$ cat config.mk
export PLATFORM = sky130hd
export DESIGN_NAME = fir_lowpass_49_tap
export DESIGN_NICKNAME = d
export VERILOG_FILES = /design/src/sv/fir_lp_pkg.sv /design/src/sv/fir_lowpass_49_tap.sv
export SDC_FILE = /design/constraint.sdc
export NUM_CORES = 2
export LEC_CHECK = 0
export ABC_AREA = 0
export BUFFER_PORTS_ARGS = -buffer_cell sky130_fd_sc_hd__buf_2
export CAP_MARGIN = 25
export CORE_ASPECT_RATIO = 1.5
export CORE_MARGIN = 10
export CORE_UTILIZATION = 30
export CTS_CLUSTER_DIAMETER = 200
export DETAILED_ROUTE_END_ITERATION = 12
export PLACE_DENSITY = 0.41
export SLEW_MARGIN = 20
export SYNTH_ARGS = -nofsm -noshare
export SYNTH_HDL_FRONTEND = slang
export SYNTH_SLANG_ARGS = --single-unit
$ cat constraint.sdc
create_clock -name i_clk -period 7.05 [get_ports i_clk]
set_clock_uncertainty 0.2 [all_clocks]
set_input_delay 1.0575 -clock i_clk [delete_from_list [all_inputs] [get_ports i_clk]]
set_output_delay 1.0575 -clock i_clk [all_outputs]
set_load 0.01 [all_outputs]
$ cat src/sv/fir_lp_pkg.sv
// ============================================================================
// fir_lp_pkg
// Shared constants and the coefficient ROM for the 49-tap low-pass FIR.
// ============================================================================
package fir_lp_pkg;

    // defaults for the top-level parameters
    localparam int TAPS_DEF        = 49;
    localparam int SAMPLE_BITS_DEF = 16;

    // coefficient format, signed Q1.15
    localparam int COEF_BITS = 16;
    localparam int COEF_FRAC = 15;

    // result field width
    localparam int OUT_BITS = 16;

    // rom geometry
    localparam int ROM_TAPS  = 49;
    localparam int ROM_IDX_W = 6;

    // tap index width covering the largest supported tap count (256)
    localparam int TAP_IDX_W = 8;

    // accumulator guard bits, exact for up to 256 taps
    localparam int ACC_GUARD = 8;

    typedef logic signed [COEF_BITS-1:0] t_coef;

    localparam t_coef COEF_ROM [ROM_TAPS] = '{
        -16'sd528, -16'sd55,  -16'sd42,  -16'sd18,  16'sd19,   16'sd69,
        16'sd133,  16'sd210,  16'sd301,  16'sd405,  16'sd520,  16'sd645,
        16'sd777,  16'sd915,  16'sd1055, 16'sd1194, 16'sd1331, 16'sd1460,
        16'sd1579, 16'sd1686, 16'sd1778, 16'sd1851, 16'sd1905, 16'sd1938,
        16'sd1949, 16'sd1938, 16'sd1905, 16'sd1851, 16'sd1778, 16'sd1686,
        16'sd1579, 16'sd1460, 16'sd1331, 16'sd1194, 16'sd1055, 16'sd915,
        16'sd777,  16'sd645,  16'sd520,  16'sd405,  16'sd301,  16'sd210,
        16'sd133,  16'sd69,   16'sd19,   -16'sd18,  -16'sd42,  -16'sd55,
        -16'sd528
    };

    // taps past the end of the rom have a zero coefficient
    function automatic t_coef coef_at(input logic [TAP_IDX_W-1:0] idx);
        t_coef c;
        if (idx < TAP_IDX_W'(ROM_TAPS)) begin
            c = COEF_ROM[idx[ROM_IDX_W-1:0]];
        end else begin
            c = '0;
        end
        return c;
    endfunction

endpackage

$ cat src/sv/fir_lowpass_49_tap.sv
// ============================================================================
// fir_lowpass_49_tap
// Direct-form FIR low-pass, one shared multiply-accumulate stepping the taps.
// ============================================================================
// each sample runs through the tap sweep, the read, multiply and accumulate
//   stages and the output register; the input stalls until its sum is loaded,
//   as the single MAC reads one delay-line word per cycle
// a finished result waits in the output register while the next sample runs
// reset (synchronous, active low) clears the write pointer, the fill count and
//   all control; the delay line reads as zero until each slot is written
module fir_lowpass_49_tap
    import fir_lp_pkg::*;
#(
    parameter int TAPS        = TAPS_DEF,
    parameter int SAMPLE_BITS = SAMPLE_BITS_DEF
) (
    input  logic                         i_clk,
    input  logic                         i_rst_n,
    // sample request channel
    input  logic                         i_valid,
    output logic                         o_stall,
    input  logic signed [SAMPLE_BITS-1:0] i_sample,
    // filtered request channel
    output logic                         o_valid,
    input  logic                         i_stall,
    output logic signed [OUT_BITS-1:0]   o_filtered
);

    // ------------------------------------------------------------------------
    // derived sizes
    // ------------------------------------------------------------------------
    localparam int TAP_W  = (TAPS > 1) ? $clog2(TAPS) : 1;   // slot / tap index
    localparam int FILL_W = $clog2(TAPS + 1);                // 0 .. TAPS
    localparam int PROD_W = SAMPLE_BITS + COEF_BITS;         // Q2.30 at default
    localparam int ACC_W  = PROD_W + ACC_GUARD;              // 40 bits at default

    localparam logic [TAP_W-1:0]  LAST_SLOT = TAP_W'(TAPS - 1);
    localparam logic [FILL_W-1:0] FULL      = FILL_W'(TAPS);

    // rounding constant: one half lsb of the Q1.15 result
    localparam logic signed [ACC_W-1:0] ROUND_HALF = ACC_W'(1) << (COEF_FRAC - 1);
    // saturation bounds of a SAMPLE_BITS-wide signed code
    localparam logic signed [ACC_W-1:0] SAT_MAX =
        {{(ACC_W - SAMPLE_BITS + 1){1'b0}}, {(SAMPLE_BITS - 1){1'b1}}};
    localparam logic signed [ACC_W-1:0] SAT_MIN = ~SAT_MAX;

    // sequencer states
    localparam logic [1:0] ST_IDLE  = 2'd0;  // waiting for a sample
    localparam logic [1:0] ST_RUN   = 2'd1;  // issuing one tap read per cycle
    localparam logic [1:0] ST_DRAIN = 2'd2;  // read / multiply / add pipe emptying
    localparam logic [1:0] ST_FIN   = 2'd3;  // sum complete, waiting for output slot

    // ------------------------------------------------------------------------
    // state
    // ------------------------------------------------------------------------
    logic [1:0]              r_state;
    logic [TAP_W-1:0]        r_wp;        // next delay-line slot to write
    logic [FILL_W-1:0]       r_fill;      // slots written since reset
    logic [TAP_W-1:0]        r_tap;       // tap being issued, 0 = newest
    logic [TAP_W-1:0]        r_addr;      // delay-line slot of that tap

    // delay line, at most one write and one read per cycle
    logic [SAMPLE_BITS-1:0]  r_mem [TAPS];

    // read stage
    logic                    r_s1;
    logic                    r_s1_last;
    logic [SAMPLE_BITS-1:0]  r_rd_data;
    logic                    r_rd_live;   // slot was written since reset
    t_coef                   r_rd_coef;

    // multiply stage
    logic                    r_s2;
    logic                    r_s2_last;
    logic signed [PROD_W-1:0] r_prod;

    // accumulator
    logic signed [ACC_W-1:0] r_acc;

    // output register
    logic                    r_out_vld;
    logic signed [OUT_BITS-1:0] r_out;

    // ------------------------------------------------------------------------
    // handshakes
    // ------------------------------------------------------------------------
    logic n_in_acc;
    logic n_out_take;
    logic n_load;

    assign o_stall    = (r_state != ST_IDLE);
    assign n_in_acc   = i_valid && !o_stall;
    assign n_out_take = r_out_vld && !i_stall;
    // the finished sum moves out when the output register is empty or emptying
    assign n_load     = (r_state == ST_FIN) && (!r_out_vld || !i_stall);

    assign o_valid    = r_out_vld;
    assign o_filtered = r_out;

    // ------------------------------------------------------------------------
    // sequencer
    // ------------------------------------------------------------------------
    logic             n_issue;
    logic             n_issue_last;
    logic [TAP_W-1:0] n_wp_inc;
    logic [TAP_W-1:0] n_addr_dec;

    assign n_issue      = (r_state == ST_RUN);
    assign n_issue_last = n_issue && (r_tap == LAST_SLOT);
    assign n_wp_inc     = (r_wp == LAST_SLOT) ? '0 : r_wp + TAP_W'(1);
    // walking back in time through the circular buffer
    assign n_addr_dec   = (r_addr == '0) ? LAST_SLOT : r_addr - TAP_W'(1);

    always_ff @(posedge i_clk) begin
        if (!i_rst_n) begin
            r_state <= ST_IDLE;
            r_wp    <= '0;
            r_fill  <= '0;
            r_tap   <= '0;
            r_addr  <= '0;
        end else begin
            unique case (r_state)
                ST_IDLE: begin
                    if (n_in_acc) begin
                        // newest sample sits at the slot just written
                        r_state <= ST_RUN;
                        r_tap   <= '0;
                        r_addr  <= r_wp;
                        r_wp    <= n_wp_inc;
                        if (r_fill != FULL) begin
                            r_fill <= r_fill + FILL_W'(1);
                        end
                    end
                end
                ST_RUN: begin
                    r_tap  <= r_tap + TAP_W'(1);
                    r_addr <= n_addr_dec;
                    if (n_issue_last) begin
                        r_state <= ST_DRAIN;
                    end
                end
                ST_DRAIN: begin
                    if (r_s2 && r_s2_last) begin
                        r_state <= ST_FIN;
                    end
                end
                ST_FIN: begin
                    if (n_load) begin
                        r_state <= ST_IDLE;
                    end
                end
                default: begin
                    r_state <= ST_IDLE;
                end
            endcase
        end
    end

    // ------------------------------------------------------------------------
    // delay line: written on the sample request, read once per issued tap
    // ------------------------------------------------------------------------
    always_ff @(posedge i_clk) begin
        if (n_in_acc) begin
            r_mem[r_wp] <= i_sample;
        end
    end

    always_ff @(posedge i_clk) begin
        r_rd_data <= r_mem[r_addr];
    end

    // ------------------------------------------------------------------------
    // read stage: slot liveness and coefficient lookup
    // ------------------------------------------------------------------------
    always_ff @(posedge i_clk) begin
        if (!i_rst_n) begin
            r_s1      <= 1'b0;
            r_s1_last <= 1'b0;
        end else begin
            r_s1      <= n_issue;
            r_s1_last <= n_issue_last;
        end
    end

    always_ff @(posedge i_clk) begin
        // slots not yet written since reset read as zero
        r_rd_live <= (FILL_W'(r_addr) < r_fill);
        r_rd_coef <= coef_at(TAP_IDX_W'(r_tap));
    end

    // ------------------------------------------------------------------------
    // multiply stage
    // ------------------------------------------------------------------------
    logic signed [SAMPLE_BITS-1:0] n_mul_a;
    logic signed [PROD_W-1:0]      n_prod;

    assign n_mul_a = r_rd_live ? $signed(r_rd_data) : '0;
    assign n_prod  = n_mul_a * r_rd_coef;

    always_ff @(posedge i_clk) begin
        if (!i_rst_n) begin
            r_s2      <= 1'b0;
            r_s2_last <= 1'b0;
        end else begin
            r_s2      <= r_s1;
            r_s2_last <= r_s1_last;
        end
    end

    always_ff @(posedge i_clk) begin
        r_prod <= n_prod;
    end

    // ------------------------------------------------------------------------
    // accumulate stage, cleared on each sample request
    // ------------------------------------------------------------------------
    logic signed [ACC_W-1:0] n_acc;

    assign n_acc = r_acc + ACC_W'(r_prod);

    always_ff @(posedge i_clk) begin
        if (n_in_acc) begin
            r_acc <= '0;
        end else if (r_s2) begin
            r_acc <= n_acc;
        end
    end

    // ------------------------------------------------------------------------
    // round half up, floor shift, saturate to SAMPLE_BITS
    // ------------------------------------------------------------------------
    logic signed [ACC_W-1:0]   n_round;
    logic signed [ACC_W-1:0]   n_q;
    logic [SAMPLE_BITS-1:0]    n_sat;

    assign n_round = r_acc + ROUND_HALF;
    assign n_q     = n_round >>> COEF_FRAC;

    always_comb begin
        priority if (n_q > SAT_MAX) begin
            n_sat = SAT_MAX[SAMPLE_BITS-1:0];
        end else if (n_q < SAT_MIN) begin
            n_sat = SAT_MIN[SAMPLE_BITS-1:0];
        end else begin
            n_sat = n_q[SAMPLE_BITS-1:0];
        end
    end

    // ------------------------------------------------------------------------
    // output register
    // ------------------------------------------------------------------------
    always_ff @(posedge i_clk) begin
        if (!i_rst_n) begin
            r_out_vld <= 1'b0;
        end else if (n_load) begin
            r_out_vld <= 1'b1;
        end else if (n_out_take) begin
            r_out_vld <= 1'b0;
        end
    end

    always_ff @(posedge i_clk) begin
        if (n_load) begin
            r_out <= OUT_BITS'(n_sat);
        end
    end

endmodule

==> flow_summary.yaml <==
outcome:
  outcome: "finished, final reports clean"
clock_network:
  clock-sinks: 932
  htreeDepth: 3
  clk_latency_ps: 710
  clk_pin_slew_ps: 60
  clock_path_buffers: 3
  cts_made_buffers: 96
  clockRootBuffer: "clkbuf_16"
  cts_tree: "done"
setup_path:
  crit_fanout: 7
  reg2reg_from: "r_rd_data[7]"
  end_kind: "flip-flop"
  cp-start-kind: "flip-flop"
  reg2regPathDepth: 20
  rrSetupSlack_ps: 190
  crit_required_ps: 7440
  path_class: "reg2reg"
  worstReg2RegEnd: "r_prod[19]"
  setup.worst_path.start: "r_rd_data[7]"
  cp.arrival_ps: 7250
final_layout:
  fillerInstances: 15523
  fin_nets: 3833
  seq_area_um2: 26700
  syn2layout_area_growth_pct: 13.9
  multiInputGateArea_um2: 19700
  final_area_um2: 54900
  drive_above_1_share: 0.181
logic_synthesis:
  syn-cell-area_um2: 48200
  avgSynthCellArea_um2: 14.6
  synth_area_leaders: "edfxtp_1 50%, mux4_2 11%, fa_1 11%, dfxtp_1 5.5%, ha_1 4.0%"
  synth_top_area_share: 0.498
  ys_seq_area_frac: 0.553
  synth_seq_cells: 932
  synth_top_area_cell: "edfxtp_1"
  synthFlopType: "edfxtp_1"
  synth_cell_types: 73
  synth.most_common_cell: "edfxtp_1"
  async_reset_ff_frac: 0
  ys_warn_count: 0
  synth.top_cells.by_count: "800 x edfxtp_1, 347 x inv_1, 253 x fa_1"
  synth.net_count: 3722
  synth_cells: 3294
  synth_edf_count: 800
floorplanning:
  dieWidth_um: 347
  die_h_um: 511
  dieArea_um2: 177000
  initial_core_util: 0.301
  io_pins: 38
  core_area_um2: 160000
  rows: 180
global_routing:
  met3_usage: 0.0191
  antenna_found_initial: 6
  grt_pass1_wl_um: 203000
  grt_pass1_vias: 29839
  grtUsageMet1: 0.170
  grt.total_usage: 0.154
  grt.met2_usage: 0.294
  gr-max-usage-layer: "met2"
  grt_overflow: 0
  grt_max_degree: 106
timing:
  period_minus_slack_ps: 6860
  clock.fmax_ghz: 0.146
  rsz0062_at_grt: "no"
  fin_crit_sh: 0.973
  slew_headroom: 0.243
  fin_tns_setup_ps: 0
  slew_violations: 0
  setup_viol: 0
  worst_pin_slew_ps: 1120
  hold_viol_final: 0
  final.setup.worst_slack_ps: 192
detailed_routing:
  dr_total_vias: 27219
  dr.pass1.iters: 5
  avgRoutedWirePerCell_um: 24.6
  ant_nets: 0
  drc: 0
  drtIter0Drc: 1327
  wl_um: 137000
  via_per_inst: 4.88
place:
  place_ws_ps: -53.8
  dp_hpwl_um: 95900
  routabilityCongestion: 0.842
  place_area_um2: 51700
  numPortBuffers: 37
worst_hold_path:
  min_from: "r_s1_last"
  holdPathStages: 1
  hold_end: "r_s2_last"
  hold_path.class: "reg2reg"
run:
  maxCapViolations: 0
-- registers in the layout, summed over array words and instances, names as in the netlist --
register / cells
o_filtered: 16
o_valid: 1
r_acc: 40
r_addr: 6
r_fill: 6
r_mem: 784
r_prod: 32
r_rd_coef: 12
r_rd_data: 16
r_rd_live: 1
r_s1: 1
r_s1_last: 1
r_s2: 1
r_s2_last: 1
r_state: 2
r_tap: 6
r_wp: 6
-- how the worst max path moves through the flow --
stage	end	slack, ps	depth (start not counted)
floorplan	r_prod[31]	580	26
global placement	r_prod[30]	-2	22
detailed placement	r_prod[30]	-50	22
CTS	r_prod[31]	140	24
global route	r_prod[31]	6	24
finish	r_prod[19]	190	20
-- area by class of cell --
| cell class | count | area share |
|---|---|---|
| sequential | 932 | 0.486 |
| multi-input combinational | 1849 | 0.359 |
| clock buffer | 134 | 0.0480 |
| tap | 2093 | 0.0477 |
| timing repair buffer | 176 | 0.0270 |
| inverter | 350 | 0.0239 |
| clock inverter | 43 | 0.00859 |
| antenna | 1 | 0.0000455 |
-- metal layers --
metal	routed length, um	vias up
met5	13	-
li1	-	12345
met1	52200	14217
met4	5500	2
met3	3860	219
met2	75900	436
-- layout by cell type (no fill, tap or decap), types with 41 or more instances in the layout --
cell       netlist  routed
inv_1          347     347
ha_1           155     155
o21ai_0         75      74
nand3_1         51      51
a21oi_1        108     108
clkbuf_16        0      99
xnor2_1         66      66
buf_4            2     115
edfxtp_1       800     800
fa_1           253     253
nand2_1        175     175
mux4_2         245     245
nor2_1         174     132
nor2_2           0      41
and3_1         119     119
dfxtp_1        132     124
-- per-stage QoR --
stage / util / hold WS, ps / cells
finish: 0.343 / 242 / 5578
global route: 0.343 / 267 / 5578
CTS: 0.342 / 241 / 5570
detailed placement: 0.323 / 225 / 5393
global placement: 0.322 / 220 / 5384
floorplan: - / 212 / 3294
-- repair_timing --
item                       4_1_cts  5_1_grt
pin swaps                        0        1
gates cloned                     0        0
setup endpoints to repair        1        2
hold buffers                     0        0
gates resized for setup          1        3
buffers inserted                 0        1
-- critical path: stages (launching register included) --
cell,delay (ps)
dfxtp_1,620
and2_1,230
buf_4,190
nand2_1,80
fa_1,500
fa_1,480
fa_1,520
fa_1,550
inv_1,50
fa_1,490
fa_1,420
ha_1,360
inv_1,110
o21bai_1,90
a21oi_1,650
nand2_1,200
nand2_1,260
o21ai_0,180
a21o_1,200
a21oi_1,160
xnor2_1,200
-- logic make-up after synthesis --
logic type | Yosys count | share of synthesized area
flops | 932 | 0.553
simple gates | 671 | 0.0678
buf+inv | 513 | 0.0409
fa+ha+maj | 408 | 0.145
compound gates | 384 | 0.0518
mux | 286 | 0.123
xor+xnor | 100 | 0.0182
Power is left out: the tool's default activity adds up to more than one toggle a clock period on the data nets, which glitch-free logic cannot reach.
